File: src/hw/rtl/kgec_pkg.sv
// Shared constants, state encoding and control types of the k-mer group error corrector.
package kgec_pkg;

	localparam int unsigned POS_W   = 32;
	localparam int unsigned CHAR_W  = 2;
	localparam int unsigned LCP_W   = 16;
	localparam int unsigned K_W     = 16;
	localparam int unsigned THR_W   = 5;
	localparam int unsigned CNT_W   = 16;
	localparam int unsigned CFG_IDX_W = 8;
	localparam int unsigned CFG_DATA_W = 32;
	localparam int unsigned IN_DATA_W  = 56;
	localparam int unsigned OUT_DATA_W = 40;

	localparam logic [CFG_IDX_W-1:0] REG_KMER_SIZE        = 8'd0;
	localparam logic [CFG_IDX_W-1:0] REG_TRUST_THRESHOLD  = 8'd1;
	localparam logic [CFG_IDX_W-1:0] REG_FIRST_MIRROR_POS = 8'd2;
	localparam logic [CFG_IDX_W-1:0] REG_TOTAL_LENGTH     = 8'd3;

	localparam logic [K_W-1:0]   KMER_SIZE_RESET = 16'd31;
	localparam logic [THR_W-1:0] THRESHOLD_RESET = 5'd3;
	localparam logic [CNT_W-1:0] CNT_MAX = 16'hFFFF;
	localparam logic [CHAR_W-1:0] CHAR_MAX = 2'd3;

	typedef enum logic [3:0] {
		ST_IDLE,
		ST_PRE,
		ST_STORE,
		ST_POST,
		ST_SCAN,
		ST_SEL,
		ST_RD,
		ST_ADD,
		ST_EMIT,
		ST_CLR
	} state_t;

	typedef struct packed {
		logic load;
		logic close_int;
		logic store;
		logic scan;
		logic next_i;
		logic next_j;
		logic emit;
		logic clear_group;
		logic set_empty;
	} cmd_t;

	typedef struct packed {
		logic pre_close;
		logic pre_group;
		logic last_in;
		logic go;
		logic mask_cur;
		logic i_last;
		logic j_last;
		logic out_free;
	} sts_t;

endpackage

File: src/hw/rtl/kgec_ctrl.sv
// Controller state machine that sequences item handling and group correction bursts.
module kgec_ctrl (
	input  logic            clk,
	input  logic            arst_n,
	input  logic            in_valid,
	output logic            in_ready,
	input  kgec_pkg::sts_t  sts,
	output kgec_pkg::cmd_t  cmd
);

	kgec_pkg::state_t state_q, state_d;
	logic post_q, post_d;

	always_ff @(posedge clk or negedge arst_n) begin
		if (!arst_n) begin
			state_q <= kgec_pkg::ST_IDLE;
			post_q  <= 1'b0;
		end else begin
			state_q <= state_d;
			post_q  <= post_d;
		end
	end

	always_comb begin
		state_d  = state_q;
		post_d   = post_q;
		cmd      = '0;
		in_ready = 1'b0;
		unique case (state_q)
			kgec_pkg::ST_IDLE: begin
				in_ready = 1'b1;
				if (in_valid) begin
					cmd.load = 1'b1;
					state_d  = kgec_pkg::ST_PRE;
				end
			end
			kgec_pkg::ST_PRE: begin
				state_d = kgec_pkg::ST_STORE;
				if (sts.pre_close) begin
					cmd.close_int = 1'b1;
					if (sts.pre_group) begin
						post_d  = 1'b0;
						state_d = kgec_pkg::ST_SCAN;
					end
				end
			end
			kgec_pkg::ST_STORE: begin
				cmd.store = 1'b1;
				state_d = sts.last_in ? kgec_pkg::ST_POST : kgec_pkg::ST_IDLE;
			end
			kgec_pkg::ST_POST: begin
				cmd.close_int = 1'b1;
				post_d  = 1'b1;
				state_d = kgec_pkg::ST_SCAN;
			end
			kgec_pkg::ST_SCAN: begin
				cmd.scan = 1'b1;
				state_d  = kgec_pkg::ST_SEL;
			end
			kgec_pkg::ST_SEL: begin
				if (!sts.go) begin
					state_d = kgec_pkg::ST_CLR;
				end else if (sts.mask_cur) begin
					state_d = kgec_pkg::ST_RD;
				end else if (sts.i_last) begin
					state_d = kgec_pkg::ST_CLR;
				end else begin
					cmd.next_i = 1'b1;
				end
			end
			kgec_pkg::ST_RD: begin
				state_d = kgec_pkg::ST_ADD;
			end
			kgec_pkg::ST_ADD: begin
				state_d = kgec_pkg::ST_EMIT;
			end
			kgec_pkg::ST_EMIT: begin
				if (sts.out_free) begin
					cmd.emit = 1'b1;
					if (sts.j_last) begin
						if (sts.i_last) begin
							state_d = kgec_pkg::ST_CLR;
						end else begin
							cmd.next_i = 1'b1;
							state_d = kgec_pkg::ST_SEL;
						end
					end else begin
						cmd.next_j = 1'b1;
						state_d = kgec_pkg::ST_RD;
					end
				end
			end
			kgec_pkg::ST_CLR: begin
				cmd.clear_group = 1'b1;
				if (post_q) begin
					cmd.set_empty = 1'b1;
					state_d = kgec_pkg::ST_IDLE;
				end else begin
					state_d = kgec_pkg::ST_STORE;
				end
			end
			default: begin
				state_d = kgec_pkg::ST_IDLE;
			end
		endcase
	end

endmodule

File: src/hw/rtl/kgec_dp.sv
// Datapath with configuration, interval bookkeeping, position memory and output register.
module kgec_dp #(
	parameter int unsigned ALPHABET  = 4,
	parameter int unsigned MAX_TRUST = 16
) (
	input  logic                                clk,
	input  logic                                arst_n,
	input  logic                                cfg_write,
	input  logic [kgec_pkg::CFG_IDX_W-1:0]      cfg_index,
	input  logic [kgec_pkg::CFG_DATA_W-1:0]     cfg_data,
	input  logic [kgec_pkg::POS_W-1:0]          in_start,
	input  logic [kgec_pkg::CHAR_W-1:0]         in_char,
	input  logic [kgec_pkg::LCP_W-1:0]          in_lcp,
	input  logic                                in_last,
	input  kgec_pkg::cmd_t                      cmd,
	output kgec_pkg::sts_t                      sts,
	output logic                                out_valid,
	input  logic                                out_ready,
	output logic [kgec_pkg::POS_W-1:0]          out_pos,
	output logic [kgec_pkg::CHAR_W-1:0]         out_char,
	output logic                                out_last
);

	localparam int unsigned IW    = $clog2(ALPHABET);
	localparam int unsigned XW    = $clog2(ALPHABET + 1);
	localparam int unsigned JW    = (MAX_TRUST > 1) ? $clog2(MAX_TRUST) : 1;
	localparam int unsigned NW    = $clog2(MAX_TRUST + 1);
	localparam int unsigned DEPTH = ALPHABET * MAX_TRUST;
	localparam int unsigned AW    = (DEPTH > 1) ? $clog2(DEPTH) : 1;

	logic [kgec_pkg::K_W-1:0]   kmer_size_q;
	logic [kgec_pkg::THR_W-1:0] thr_q;
	logic [kgec_pkg::POS_W-1:0] mirror_q;
	logic [kgec_pkg::POS_W-1:0] total_q;

	logic [kgec_pkg::POS_W-1:0]  start_q;
	logic [kgec_pkg::CHAR_W-1:0] char_q;
	logic [kgec_pkg::LCP_W-1:0]  lcp_q;
	logic                        last_q;

	logic [kgec_pkg::CNT_W-1:0]  cnt_q   [ALPHABET];
	logic [kgec_pkg::CHAR_W-1:0] fchar_q [ALPHABET];
	logic [XW-1:0]               idx_q;
	logic                        all_trusted_q;
	logic                        empty_q;

	logic [kgec_pkg::POS_W-1:0]  mem_q [DEPTH];
	logic [kgec_pkg::POS_W-1:0]  rd_q;
	logic [kgec_pkg::POS_W-1:0]  pos_s1;

	logic [IW-1:0]               i_q;
	logic [JW-1:0]               j_q;
	logic [ALPHABET-1:0]         mask_q;
	logic [IW-1:0]               lasti_q;
	logic                        go_q;
	logic [kgec_pkg::CHAR_W-1:0] trusted_q;

	logic [kgec_pkg::POS_W-1:0]  opos_q;
	logic [kgec_pkg::CHAR_W-1:0] ochar_q;
	logic                        olast_q;
	logic                        ovalid_q;

	logic [kgec_pkg::CNT_W-1:0]  thr_eff;
	logic                        cur_valid;
	logic [kgec_pkg::CNT_W-1:0]  cur_cnt;
	logic [AW-1:0]               waddr;
	logic [AW-1:0]               raddr;
	logic                        wr_en;
	logic [kgec_pkg::CNT_W-1:0]  best;
	logic [IW-1:0]               bestpos;
	logic [ALPHABET-1:0]         mask_d;
	logic [IW-1:0]               lasti_d;
	logic [kgec_pkg::CNT_W-1:0]  sel_cnt;
	logic [NW-1:0]               ncnt_cur;
	logic                        j_last;
	logic [kgec_pkg::POS_W-1:0]  km1;
	logic                        fold;
	logic                        out_free;

	assign thr_eff = (thr_q > kgec_pkg::THR_W'(MAX_TRUST)) ?
		kgec_pkg::CNT_W'(MAX_TRUST) : kgec_pkg::CNT_W'(thr_q);
	assign cur_valid = idx_q < XW'(ALPHABET);
	assign cur_cnt   = cnt_q[idx_q[IW-1:0]];
	assign wr_en     = cmd.store && cur_valid && (cur_cnt < kgec_pkg::CNT_W'(MAX_TRUST));
	assign waddr     = AW'(idx_q[IW-1:0]) * AW'(MAX_TRUST) + AW'(cur_cnt[JW-1:0]);
	assign raddr     = AW'(i_q) * AW'(MAX_TRUST) + AW'(j_q);
	assign km1       = {{(kgec_pkg::POS_W-kgec_pkg::K_W){1'b0}}, kmer_size_q} - 32'd1;
	assign fold      = pos_s1 >= mirror_q;
	assign out_free  = !ovalid_q || out_ready;

	assign sel_cnt  = cnt_q[i_q];
	assign ncnt_cur = (sel_cnt > kgec_pkg::CNT_W'(MAX_TRUST)) ? NW'(MAX_TRUST) : NW'(sel_cnt);
	assign j_last   = (NW'(j_q) + NW'(1)) == ncnt_cur;

	always_comb begin
		best    = '0;
		bestpos = '0;
		mask_d  = '0;
		lasti_d = '0;
		for (int i = 0; i < ALPHABET; i++) begin
			if (cnt_q[i] > best) begin
				best    = cnt_q[i];
				bestpos = IW'(i);
			end
			mask_d[i] = (cnt_q[i] < thr_eff) && (cnt_q[i] != '0);
			if (mask_d[i]) begin
				lasti_d = IW'(i);
			end
		end
	end

	always_comb begin
		sts.pre_close = !empty_q && ({1'b0, lcp_q} < {1'b0, kmer_size_q});
		sts.pre_group = ({1'b0, lcp_q} + 17'd1) < {1'b0, kmer_size_q};
		sts.last_in   = last_q;
		sts.go        = go_q;
		sts.mask_cur  = mask_q[i_q];
		sts.i_last    = i_q == IW'(ALPHABET - 1);
		sts.j_last    = j_last;
		sts.out_free  = out_free;
	end

	always_ff @(posedge clk or negedge arst_n) begin
		if (!arst_n) begin
			kmer_size_q <= kgec_pkg::KMER_SIZE_RESET;
			thr_q       <= kgec_pkg::THRESHOLD_RESET;
			mirror_q    <= '0;
			total_q     <= '0;
		end else if (cfg_write) begin
			unique case (cfg_index)
				kgec_pkg::REG_KMER_SIZE:        kmer_size_q <= cfg_data[kgec_pkg::K_W-1:0];
				kgec_pkg::REG_TRUST_THRESHOLD:  thr_q <= cfg_data[kgec_pkg::THR_W-1:0];
				kgec_pkg::REG_FIRST_MIRROR_POS: mirror_q <= cfg_data;
				kgec_pkg::REG_TOTAL_LENGTH:     total_q <= cfg_data;
				default: begin
				end
			endcase
		end
	end

	always_ff @(posedge clk) begin
		if (cmd.load) begin
			start_q <= in_start;
			char_q  <= in_char;
			lcp_q   <= in_lcp;
			last_q  <= in_last;
		end
		if (cmd.store && cur_valid && (cur_cnt == '0)) begin
			fchar_q[idx_q[IW-1:0]] <= char_q;
		end
		if (cmd.scan) begin
			mask_q    <= mask_d;
			lasti_q   <= lasti_d;
			trusted_q <= fchar_q[bestpos];
		end
		pos_s1 <= rd_q + km1;
		if (cmd.emit) begin
			opos_q  <= fold ? (total_q - 32'd1 - pos_s1) : pos_s1;
			ochar_q <= fold ? (kgec_pkg::CHAR_MAX - trusted_q) : trusted_q;
			olast_q <= (i_q == lasti_q) && j_last;
		end
	end

	always_ff @(posedge clk) begin
		if (wr_en) begin
			mem_q[waddr] <= start_q;
		end
		rd_q <= mem_q[raddr];
	end

	always_ff @(posedge clk or negedge arst_n) begin
		if (!arst_n) begin
			for (int i = 0; i < ALPHABET; i++) begin
				cnt_q[i] <= '0;
			end
			idx_q         <= '0;
			all_trusted_q <= 1'b1;
			empty_q       <= 1'b1;
			i_q           <= '0;
			j_q           <= '0;
			go_q          <= 1'b0;
			ovalid_q      <= 1'b0;
		end else begin
			if (cmd.close_int && cur_valid) begin
				if (cur_cnt < thr_eff) begin
					all_trusted_q <= 1'b0;
				end
				idx_q <= idx_q + XW'(1);
			end
			if (cmd.store) begin
				empty_q <= 1'b0;
				if (cur_valid && (cur_cnt != kgec_pkg::CNT_MAX)) begin
					cnt_q[idx_q[IW-1:0]] <= cur_cnt + 16'd1;
				end
			end
			if (cmd.scan) begin
				go_q <= !all_trusted_q && (best >= thr_eff) && (|mask_d);
				i_q  <= '0;
				j_q  <= '0;
			end
			if (cmd.next_i) begin
				i_q <= i_q + IW'(1);
				j_q <= '0;
			end
			if (cmd.next_j) begin
				j_q <= j_q + JW'(1);
			end
			if (cmd.clear_group) begin
				for (int i = 0; i < ALPHABET; i++) begin
					cnt_q[i] <= '0;
				end
				idx_q         <= '0;
				all_trusted_q <= 1'b1;
			end
			if (cmd.set_empty) begin
				empty_q <= 1'b1;
			end
			if (cmd.emit) begin
				ovalid_q <= 1'b1;
			end else if (out_ready) begin
				ovalid_q <= 1'b0;
			end
		end
	end

	assign out_valid = ovalid_q;
	assign out_pos   = opos_q;
	assign out_char  = ochar_q;
	assign out_last  = olast_q;

endmodule

File: src/hw/rtl/kmer_group_error_corrector_unit.sv
// Top level of the k-mer group error corrector: stream ports, controller and datapath.
//
// Takes sorted k-mer occurrences one word at a time and emits base corrections for the
// short intervals of each group. An occurrence that closes no group passes through
// accept, LCP check and position store, and through an interval close before its group
// close when it ends a bucket. A group close goes through scan, select and clear when
// nothing is corrected. Otherwise it goes through the scan, a select for each of the
// ALPHABET interval slots and the clear, and each correction adds a read through the
// single read port of the position memory followed by the address add and the mirror
// fold into the output register. A correction also waits while the previous one is still
// held in the output register. An occurrence whose LCP closes a group and that also ends
// a bucket pays for two group closes. The output register lets the next word be accepted
// while the last correction waits to be taken.
module kmer_group_error_corrector_unit #(
	parameter int unsigned ALPHABET  = 4,
	parameter int unsigned MAX_TRUST = 16
) (
	input  logic                                clk,
	input  logic                                arst_n,
	input  logic                                cfg_valid,
	output logic                                cfg_ready,
	input  logic [kgec_pkg::CFG_IDX_W-1:0]      cfg_index,
	input  logic [kgec_pkg::CFG_DATA_W-1:0]     cfg_data,
	input  logic                                s_axis_tvalid,
	output logic                                s_axis_tready,
	// kmer_start_pos[31:0], kmer_last_char[33:32], lcp_to_previous[49:34], zeros above.
	input  logic [kgec_pkg::IN_DATA_W-1:0]      s_axis_tdata,
	input  logic                                s_axis_tlast,
	output logic                                m_axis_tvalid,
	input  logic                                m_axis_tready,
	// corrected_pos[31:0], new_char[33:32], zeros above.
	output logic [kgec_pkg::OUT_DATA_W-1:0]     m_axis_tdata,
	output logic                                m_axis_tlast
);

	kgec_pkg::cmd_t cmd;
	kgec_pkg::sts_t sts;
	logic [kgec_pkg::POS_W-1:0]  out_pos;
	logic [kgec_pkg::CHAR_W-1:0] out_char;

	assign cfg_ready = 1'b1;

	kgec_ctrl u_ctrl (
		.clk      (clk),
		.arst_n   (arst_n),
		.in_valid (s_axis_tvalid),
		.in_ready (s_axis_tready),
		.sts      (sts),
		.cmd      (cmd)
	);

	kgec_dp #(
		.ALPHABET  (ALPHABET),
		.MAX_TRUST (MAX_TRUST)
	) u_dp (
		.clk       (clk),
		.arst_n    (arst_n),
		.cfg_write (cfg_valid),
		.cfg_index (cfg_index),
		.cfg_data  (cfg_data),
		.in_start  (s_axis_tdata[31:0]),
		.in_char   (s_axis_tdata[33:32]),
		.in_lcp    (s_axis_tdata[49:34]),
		.in_last   (s_axis_tlast),
		.cmd       (cmd),
		.sts       (sts),
		.out_valid (m_axis_tvalid),
		.out_ready (m_axis_tready),
		.out_pos   (out_pos),
		.out_char  (out_char),
		.out_last  (m_axis_tlast)
	);

	assign m_axis_tdata = {6'd0, out_char, out_pos};

endmodule

File: config.mk
export PLATFORM = sky130hd
export DESIGN_NAME = kmer_group_error_corrector_unit
export DESIGN_NICKNAME = d
export VERILOG_FILES = /design/src/hw/rtl/kgec_pkg.sv /design/src/hw/rtl/kgec_ctrl.sv /design/src/hw/rtl/kgec_dp.sv /design/src/hw/rtl/kmer_group_error_corrector_unit.sv
export SDC_FILE = /design/constraint.sdc
export NUM_CORES = 2
export LEC_CHECK = 0
export BUFFER_PORTS_ARGS = -buffer_cell sky130_fd_sc_hd__buf_2
export CORE_ASPECT_RATIO = 1.1
export CORE_UTILIZATION = 50
export CTS_CLUSTER_DIAMETER = 80
export DETAILED_ROUTE_END_ITERATION = 6
export PLACE_DENSITY = 0.76
export SYNTH_ARGS = -nofsm -noshare
export SYNTH_HDL_FRONTEND = slang
export SYNTH_SLANG_ARGS = --single-unit
File: constraint.sdc
create_clock -name clk -period 10.3 [get_ports clk]
set_input_delay 0.515 -clock clk [delete_from_list [all_inputs] [get_ports clk]]
set_output_delay 0.515 -clock clk [all_outputs]
set_load 0.02 [all_outputs]
### Yosys cells after proc, flatten, opt, wreduce, memory -nomap -nowiden

Memory sizes are Yosys's and may differ from the RTL's. A register that Yosys moved wholly into a read port is not among the register bits.
Index checks and enable logic that the tools add are counted.

| word-level totals | value |
|---|---|
| register bits | 291 |
| bits in writable memories | 2,056 |
| bits of input ports | 102 |
| memories kept | 2 |

Memory list:

| memory | depth | bits a word | read ports | clocked after memory_dff | write ports | RTL line | RTL |
|---|---|---|---|---|---|---|---|
| u_dp.mem_q | 64 | 32 | 1 | 1 | 1 | kgec_dp.sv:47 | `logic [kgec_pkg::POS_W-1:0] mem_q [DEPTH];` |
| u_dp.fchar_q | 4 | 2 | 1 | 1 | 1 | kgec_dp.sv:42 | `logic [kgec_pkg::CHAR_W-1:0] fchar_q [ALPHABET];` |

| cells by class | value |
|---|---|
| $add $sub $neg | 13 |
| order comparisons | 21 |
| equality and inequality tests | 21 |
| multiplexer cells | 77 |
| bitwise logic cells | 2 |
| reduce and logical (&&, ||, !) cells | 44 |

Operators with widths:

| kind | number |
|---|---|
| $mux W64 | 3 |
| $mux W16 | 9 |
| $lt A16 B16 Y1 | 6 |
| $bmux W16 S2 | 2 |
| $bwmux W64 | 1 |
| $reduce_bool A16 Y1 | 4 |
| $gt A16 B16 Y1 | 3 |
| $mux W4 | 11 |
| $pmux W4 S10 | 1 |
| $add A32 B32 Y32 | 1 |
| $demux W16 S2 | 1 |
| $ge A32 B32 Y1 | 1 |
| $mux W32 | 1 |
| $sub A32 B1 Y32 const B | 1 |
| $sub A32 B32 Y32 | 1 |
| $mux W1 | 29 |
| $mux W2 | 9 |
| $add A16 B1 Y17 const B | 1 |
| $lt A17 B16 Y1 | 1 |
| $sub A16 B1 Y17 const B | 1 |
| $add A16 B1 Y16 const B | 1 |
| $eq A4 B3 Y1 const B | 4 |
| $eq A8 B2 Y1 const B | 2 |
| $ge A16 B16 Y1 | 1 |
| 42 further kinds | 83 |

### Depth between registers and ports, before layout

| logic depth | value |
|---|---|
| depth in word-level cells | 12 |
| gate-level depth with buffers | 42 |

### Hierarchy

Synthesis repeated with hierarchy kept, for this count alone.

| unflattened totals | value |
|---|---|
| cell total of the unflattened synthesis | 5,805 |
| area, all modules | 98,962.4 um^2 |

By module, submodules not included:

| module | times used | cells an instance | area each (um^2) |
|---|---|---|---|
| kgec_dp | 1 | 5,734 | 98,415.6 |
| kgec_ctrl | 1 | 62 | 486.7 |
| kmer_group_error_corrector_unit | 1 | 9 | 60.1 |

### Least setup slack after synthesis

No wires, ideal clock.

| timing path | value |
|---|---|
| kind | reg2reg |
| start | register u_dp.cnt_q[49] (netlist name) |
| end | register u_dp.go_q |
| arrival time | 7,915 ps |
| setup slack | 2,262 ps |
| stages on the path, launching flop included | 41 |
| buffers on the path | 7 |
| path through | dfrtp_1 -> inv_1 -> ha_1 -> nor2b_1 -> o211ai_1 -> a2111o_1 -> a31oi_2 -> buf_6 -> buf_2 -> buf_1 -> nor2_1 -> a21oi_1 -> ha_1 -> nand4_1 -> a21oi_1 -> o31a_1 -> o31ai_4 -> clkbuf_1 -> [5 not listed] -> a21o_1 -> a21o_1 -> a21oi_1 -> o21ai_0 -> a31oi_1 -> nor2b_1 -> a221oi_1 -> clkbuf_1 -> mux2i_1 -> ha_1 -> nand2b_1 -> a21o_1 -> a21oi_1 -> nor2b_1 -> o21ai_0 -> nand2_1 -> or4b_1 -> o221a_2 |

| on the way | value |
|---|---|
| longest elaborated chain between the ends | 11 |

RTL lines:

| element | RTL line | RTL |
|---|---|---|
| start, declared | kgec_dp.sv:41 | `logic [kgec_pkg::CNT_W-1:0] cnt_q [ALPHABET];` |
| start signal, assigned by index | kgec_dp.sv:193 | `cnt_q[idx_q[IW-1:0]] <= cur_cnt + 16'd1;` |
| $gt A16 B1 Y1 | kgec_dp.sv:101 | `if (cnt_q[i] > best) begin` |
| $mux W16 | kgec_dp.sv:101 |  |
| $gt A16 B16 Y1 | kgec_dp.sv:101 |  |
| $mux W16 | kgec_dp.sv:101 |  |
| $gt A16 B16 Y1 | kgec_dp.sv:101 |  |
| $mux W16 | kgec_dp.sv:101 |  |
| $gt A16 B16 Y1 | kgec_dp.sv:101 |  |
| $mux W16 | kgec_dp.sv:101 |  |
| $ge A16 B16 Y1 | kgec_dp.sv:197 | `go_q <= !all_trusted_q && (best >= thr_eff) && (\|mask_d);` |
| $logic_and A1 B1 Y1 | kgec_dp.sv:197 |  |
| $logic_and A1 B1 Y1 * | kgec_dp.sv:197 |  |
| end signal, assigned | kgec_dp.sv:197 |  |
| end, declared | kgec_dp.sv:55 | `logic go_q;` |

Every way passes the cells marked *; elsewhere a longest branch is shown, timed or not.
A chain may end at the register's enable or synchronous reset.

### Final worst setup path

| timing path | value |
|---|---|
| start | register u_dp.cnt_q[59] (netlist name) |
| end | register u_dp.go_q |

Same word-level chain as after synthesis.

==> key figures <==
Place
  • Final GP Congestion: 0.907
  • DP HPWL: 134000 um
  • Port bufs: 132

Routing
  • Vias per inst: 6.46
  • Initial DRC Count: approximately 6300
  • Vias: 51753
  • Detail Route Antenna Nets: 0
  • Drc violations: 0
  • DR WL/cell: 31.3 um
  • First-pass DRT Iterations: 5
  • WL final: 251000 um

Clock network
  • Longest Clk Path Bufs: 3
  • Clock-pin slew on the worst setup and hold paths: 60 ps
  • CTS tree: done
  • Clock Latency Late Sink: roughly 900 ps
  • Root buffer cell: clkbuf_16
  • Post-CTS Hold Buffers: 86
  • Number of gates resized after CTS: 0
  • Clock Sinks: around 2400
  • CTS Buf Count: 225
  • Post CTS Setup Buffer Count: 0
  • H-tree lvl count: 4

Finish
  • Commonest non-fill, non-tap cell in the layout: edfxtp_1
  • Layout cell share with drive strength beyond 1: between 20% and 30%
  • Filler cells: 13501
  • Synthesis-to-finish area growth: 13.2%
  • Nets@finish: 5563
  • Commonest non-fill, non-tap cells in the layout: 2150 x edfxtp_1, 693 x mux4_2, 228 x clkbuf_16

Setup path
  • Delay-heaviest family, CP: compound AO/OA/AOI/OAI gates
  • Worst path bufs/invs: 4
  • Critical Path AT: 8620 ps
  • Critical path capture point type: register
  • Worst EP required: approximately 11000 ps
  • Slowest cell on crit path: or4b_1
  • Worst setup SP type: register
  • Slowest stage delay, CP: 520 ps
  • Crit Path Category: register to register
  • CP max FO: 29
  • Most frequent CP cell: ha_1

STA
  • Actual slew at the worst max-slew pin: 1200 ps
  • Post-Route Skew: 57.5 ps
  • Relative slew slack: 20.0%
  • Final hold vios: 0
  • Setup violations, final: 0
  • Fin. max-slew vios: 0
  • Crit path time final: 7890 ps
  • Unrepaired setup endpoints after global routing: false
  • Setup tns final: 0 ps
  • Max Clk Rate: 0.127 GHz
  • Fin crit share: 76.6%
  • Worst hold slack: 88.8 ps

GRT
  • First-pass GRT wire length: about 360000 um
  • Total Routing Usage GR: 25.5%
  • Initial antenna violation count: 26
  • Final global-route overflow total: 0
  • Pin count of the biggest net entering global routing: around 130
  • Vias in the first global route: 52746

Yosys
  • Commonest register cell after synthesis: edfxtp_1
  • Asr flop ratio synth: around 7%
  • Syn. warnings: 0
  • Post-synthesis sequential area ratio: a little under three quarters
  • Synth Register Bits: about 2400
  • Synth unique cells: 77
  • Post-Syn Instances: 4891
  • Avg Inst Size Synth: 19.9 um^2
  • Cell Area, Synth: 97400 um^2
  • Post-synth EDFFs: 2150

Floorplanning
  • # IOs: 146
  • FP Rows: approximately 170
  • Die X: 423 um
  • Full die area: 196000 um^2
  • Die height: 465 um
  • Starting density of the core: 50.4%
  • Core ar.: 193000 um^2

Outcome
  • Status: finished clean

Power and ir drop
  • Peak VDD IR: 0.000186 V
  • Power Dens Cells: around 240 nW/um^2
  • Static leakage: 35.8 nW

Job
  • Max Cap Viol: 0

Hold path
  • Min-Delay Path Class: input pin to register
## worst min-delay path: cells and delay by family
| family | cells | cell delay (ps) |
|---|---|---|
| multiplexers | 1 | 150 |
| AND/OR/NAND/NOR | 2 | 140 |
| buffers and inverters | 1 | 120 |
## path summary, 6_finish.rpt
kind / startpoint / to / slack [ps] / cells past startpoint
min in group asynchronous: arst_n / u_dp.go_q / 330 / 2
setup reg to reg: u_dp.cnt_q[59] / u_dp.go_q / 2410 / 35
max in group asynchronous: arst_n / u_dp.mirror_q[11] / 8400 / 3
hold reg to reg: u_dp.mirror_q[22] / u_dp.mirror_q[22] / 500 / 1
hold / removal: cfg_index[0] / u_dp.mirror_q[19] / 90 / 4
setup / recovery: u_dp.cnt_q[59] / u_dp.go_q / 2410 / 35
## area by class of cell
cell class	instances	area (um^2)	area share [%]
sequential	2381	70100	63.5
multi-input combinational	2149	26400	24.0
clock buffer	276	5890	5.34
tap	2565	3210	2.91
timing repair buffer	353	2630	2.38
clock inverter	145	1510	1.37
inverter	142	533	0.484
antenna	6	15.0	0.0136
## routing by layer
metal | wire [um] | track usage [%] | share of wire, % | vias up
met5 | 164 | 0 | 0.065 | -
met4 | 9470 | 9.68 | 3.8 | 18
met3 | 25200 | 5.39 | 10 | 603
met2 | 127000 | 43.4 | 51 | 3419
met1 | 88600 | 32.2 | 35 | 26892
li1 | - | - | - | 20821
## registers in the layout, summed over array words and instances, names as in the netlist, 2 cells and up
name and flops:
u_dp.total_q 32, u_dp.mirror_q 32, u_dp.lasti_q 2, u_dp.fchar_q 8, u_dp.char_q 2, u_dp.idx_q 3, u_dp.pos_s1 32, u_dp.out_char 2
u_dp.i_q 2, u_dp.kmer_size_q 16, u_dp.cnt_q 64, u_dp.trusted_q 2, u_dp.mask_q 4, u_dp.lcp_q 16, u_dp.start_q 32, u_dp.thr_q 5
u_dp.out_pos 32, u_ctrl.state_q 4, u_dp.j_q 4, u_dp.rd_q 32, u_dp.mem_q 2048
## synth_stat cells, types with 9 or more instances
cell type	n	area (um^2)
a211oi_1	17	128
a21o_1	43	323
a21oi_1	106	531
a31oi_1	16	100
and2_1	9	56.3
and3_1	11	68.8
buf_1	42	158
buf_2	36	180
buf_4	10	75.1
clkbuf_1	135	507
dfrtp_1	158	3950
dfstp_2	9	236
dfxtp_1	64	1280
edfxtp_1	2150	64600
ha_1	207	2590
inv_1	142	533
mux2_2	80	901
mux2i_1	13	130
mux4_2	693	15600
nand2_1	134	503
nand2b_1	23	144
nand3_1	104	521
nand4_1	29	181
nor2_1	157	589
nor2b_1	15	93.8
nor3_1	33	165
nor4_1	22	138
o211ai_1	15	113
o21a_1	19	143
o21ai_0	170	851
o21bai_1	10	75.1
xnor2_1	72	631
xor2_1	35	307
## per-stage QoR
step	instances	cell area, um^2	worst slack (ps)	utilization [%]	power (mW)
floorplan	4896	97400	2260	-	16.1
finish	8017	110000	2410	57.1	26.2
CTS	8011	110000	2440	57.1	26.2
global placement	7504	102000	2410	52.8	17.7
detailed placement	7504	102000	2490	52.8	17.8
global route	8012	110000	1880	57.1	27.1
## cell families (layout without fill, tap and decap cells)
| logic type | Yosys count | after routing | synth area share [%] |
|---|---|---|---|
| other | 2 | 13 | 0.00771 |
| muxes | 786 | 786 | 17.1 |
| and+or+nand+nor | 572 | 572 | 2.83 |
| DFF | 2381 | 2381 | 71.9 |
| AOI/OAI and AO/OA | 468 | 468 | 2.97 |
| buffers and inverters | 366 | 916 | 1.50 |
| adders and majority gates | 209 | 209 | 2.70 |
| xor gates and xnor gates | 107 | 107 | 0.963 |
## report_power, final
group	total (mW)	internal, mW	switching, mW	leakage (nW)
logic	6.33	2.75	3.58	10.1
registers	11.5	11.2	0.293	22.1
clock network	8.34	4.62	3.72	3.55
(Power assumes the default switching activity.)
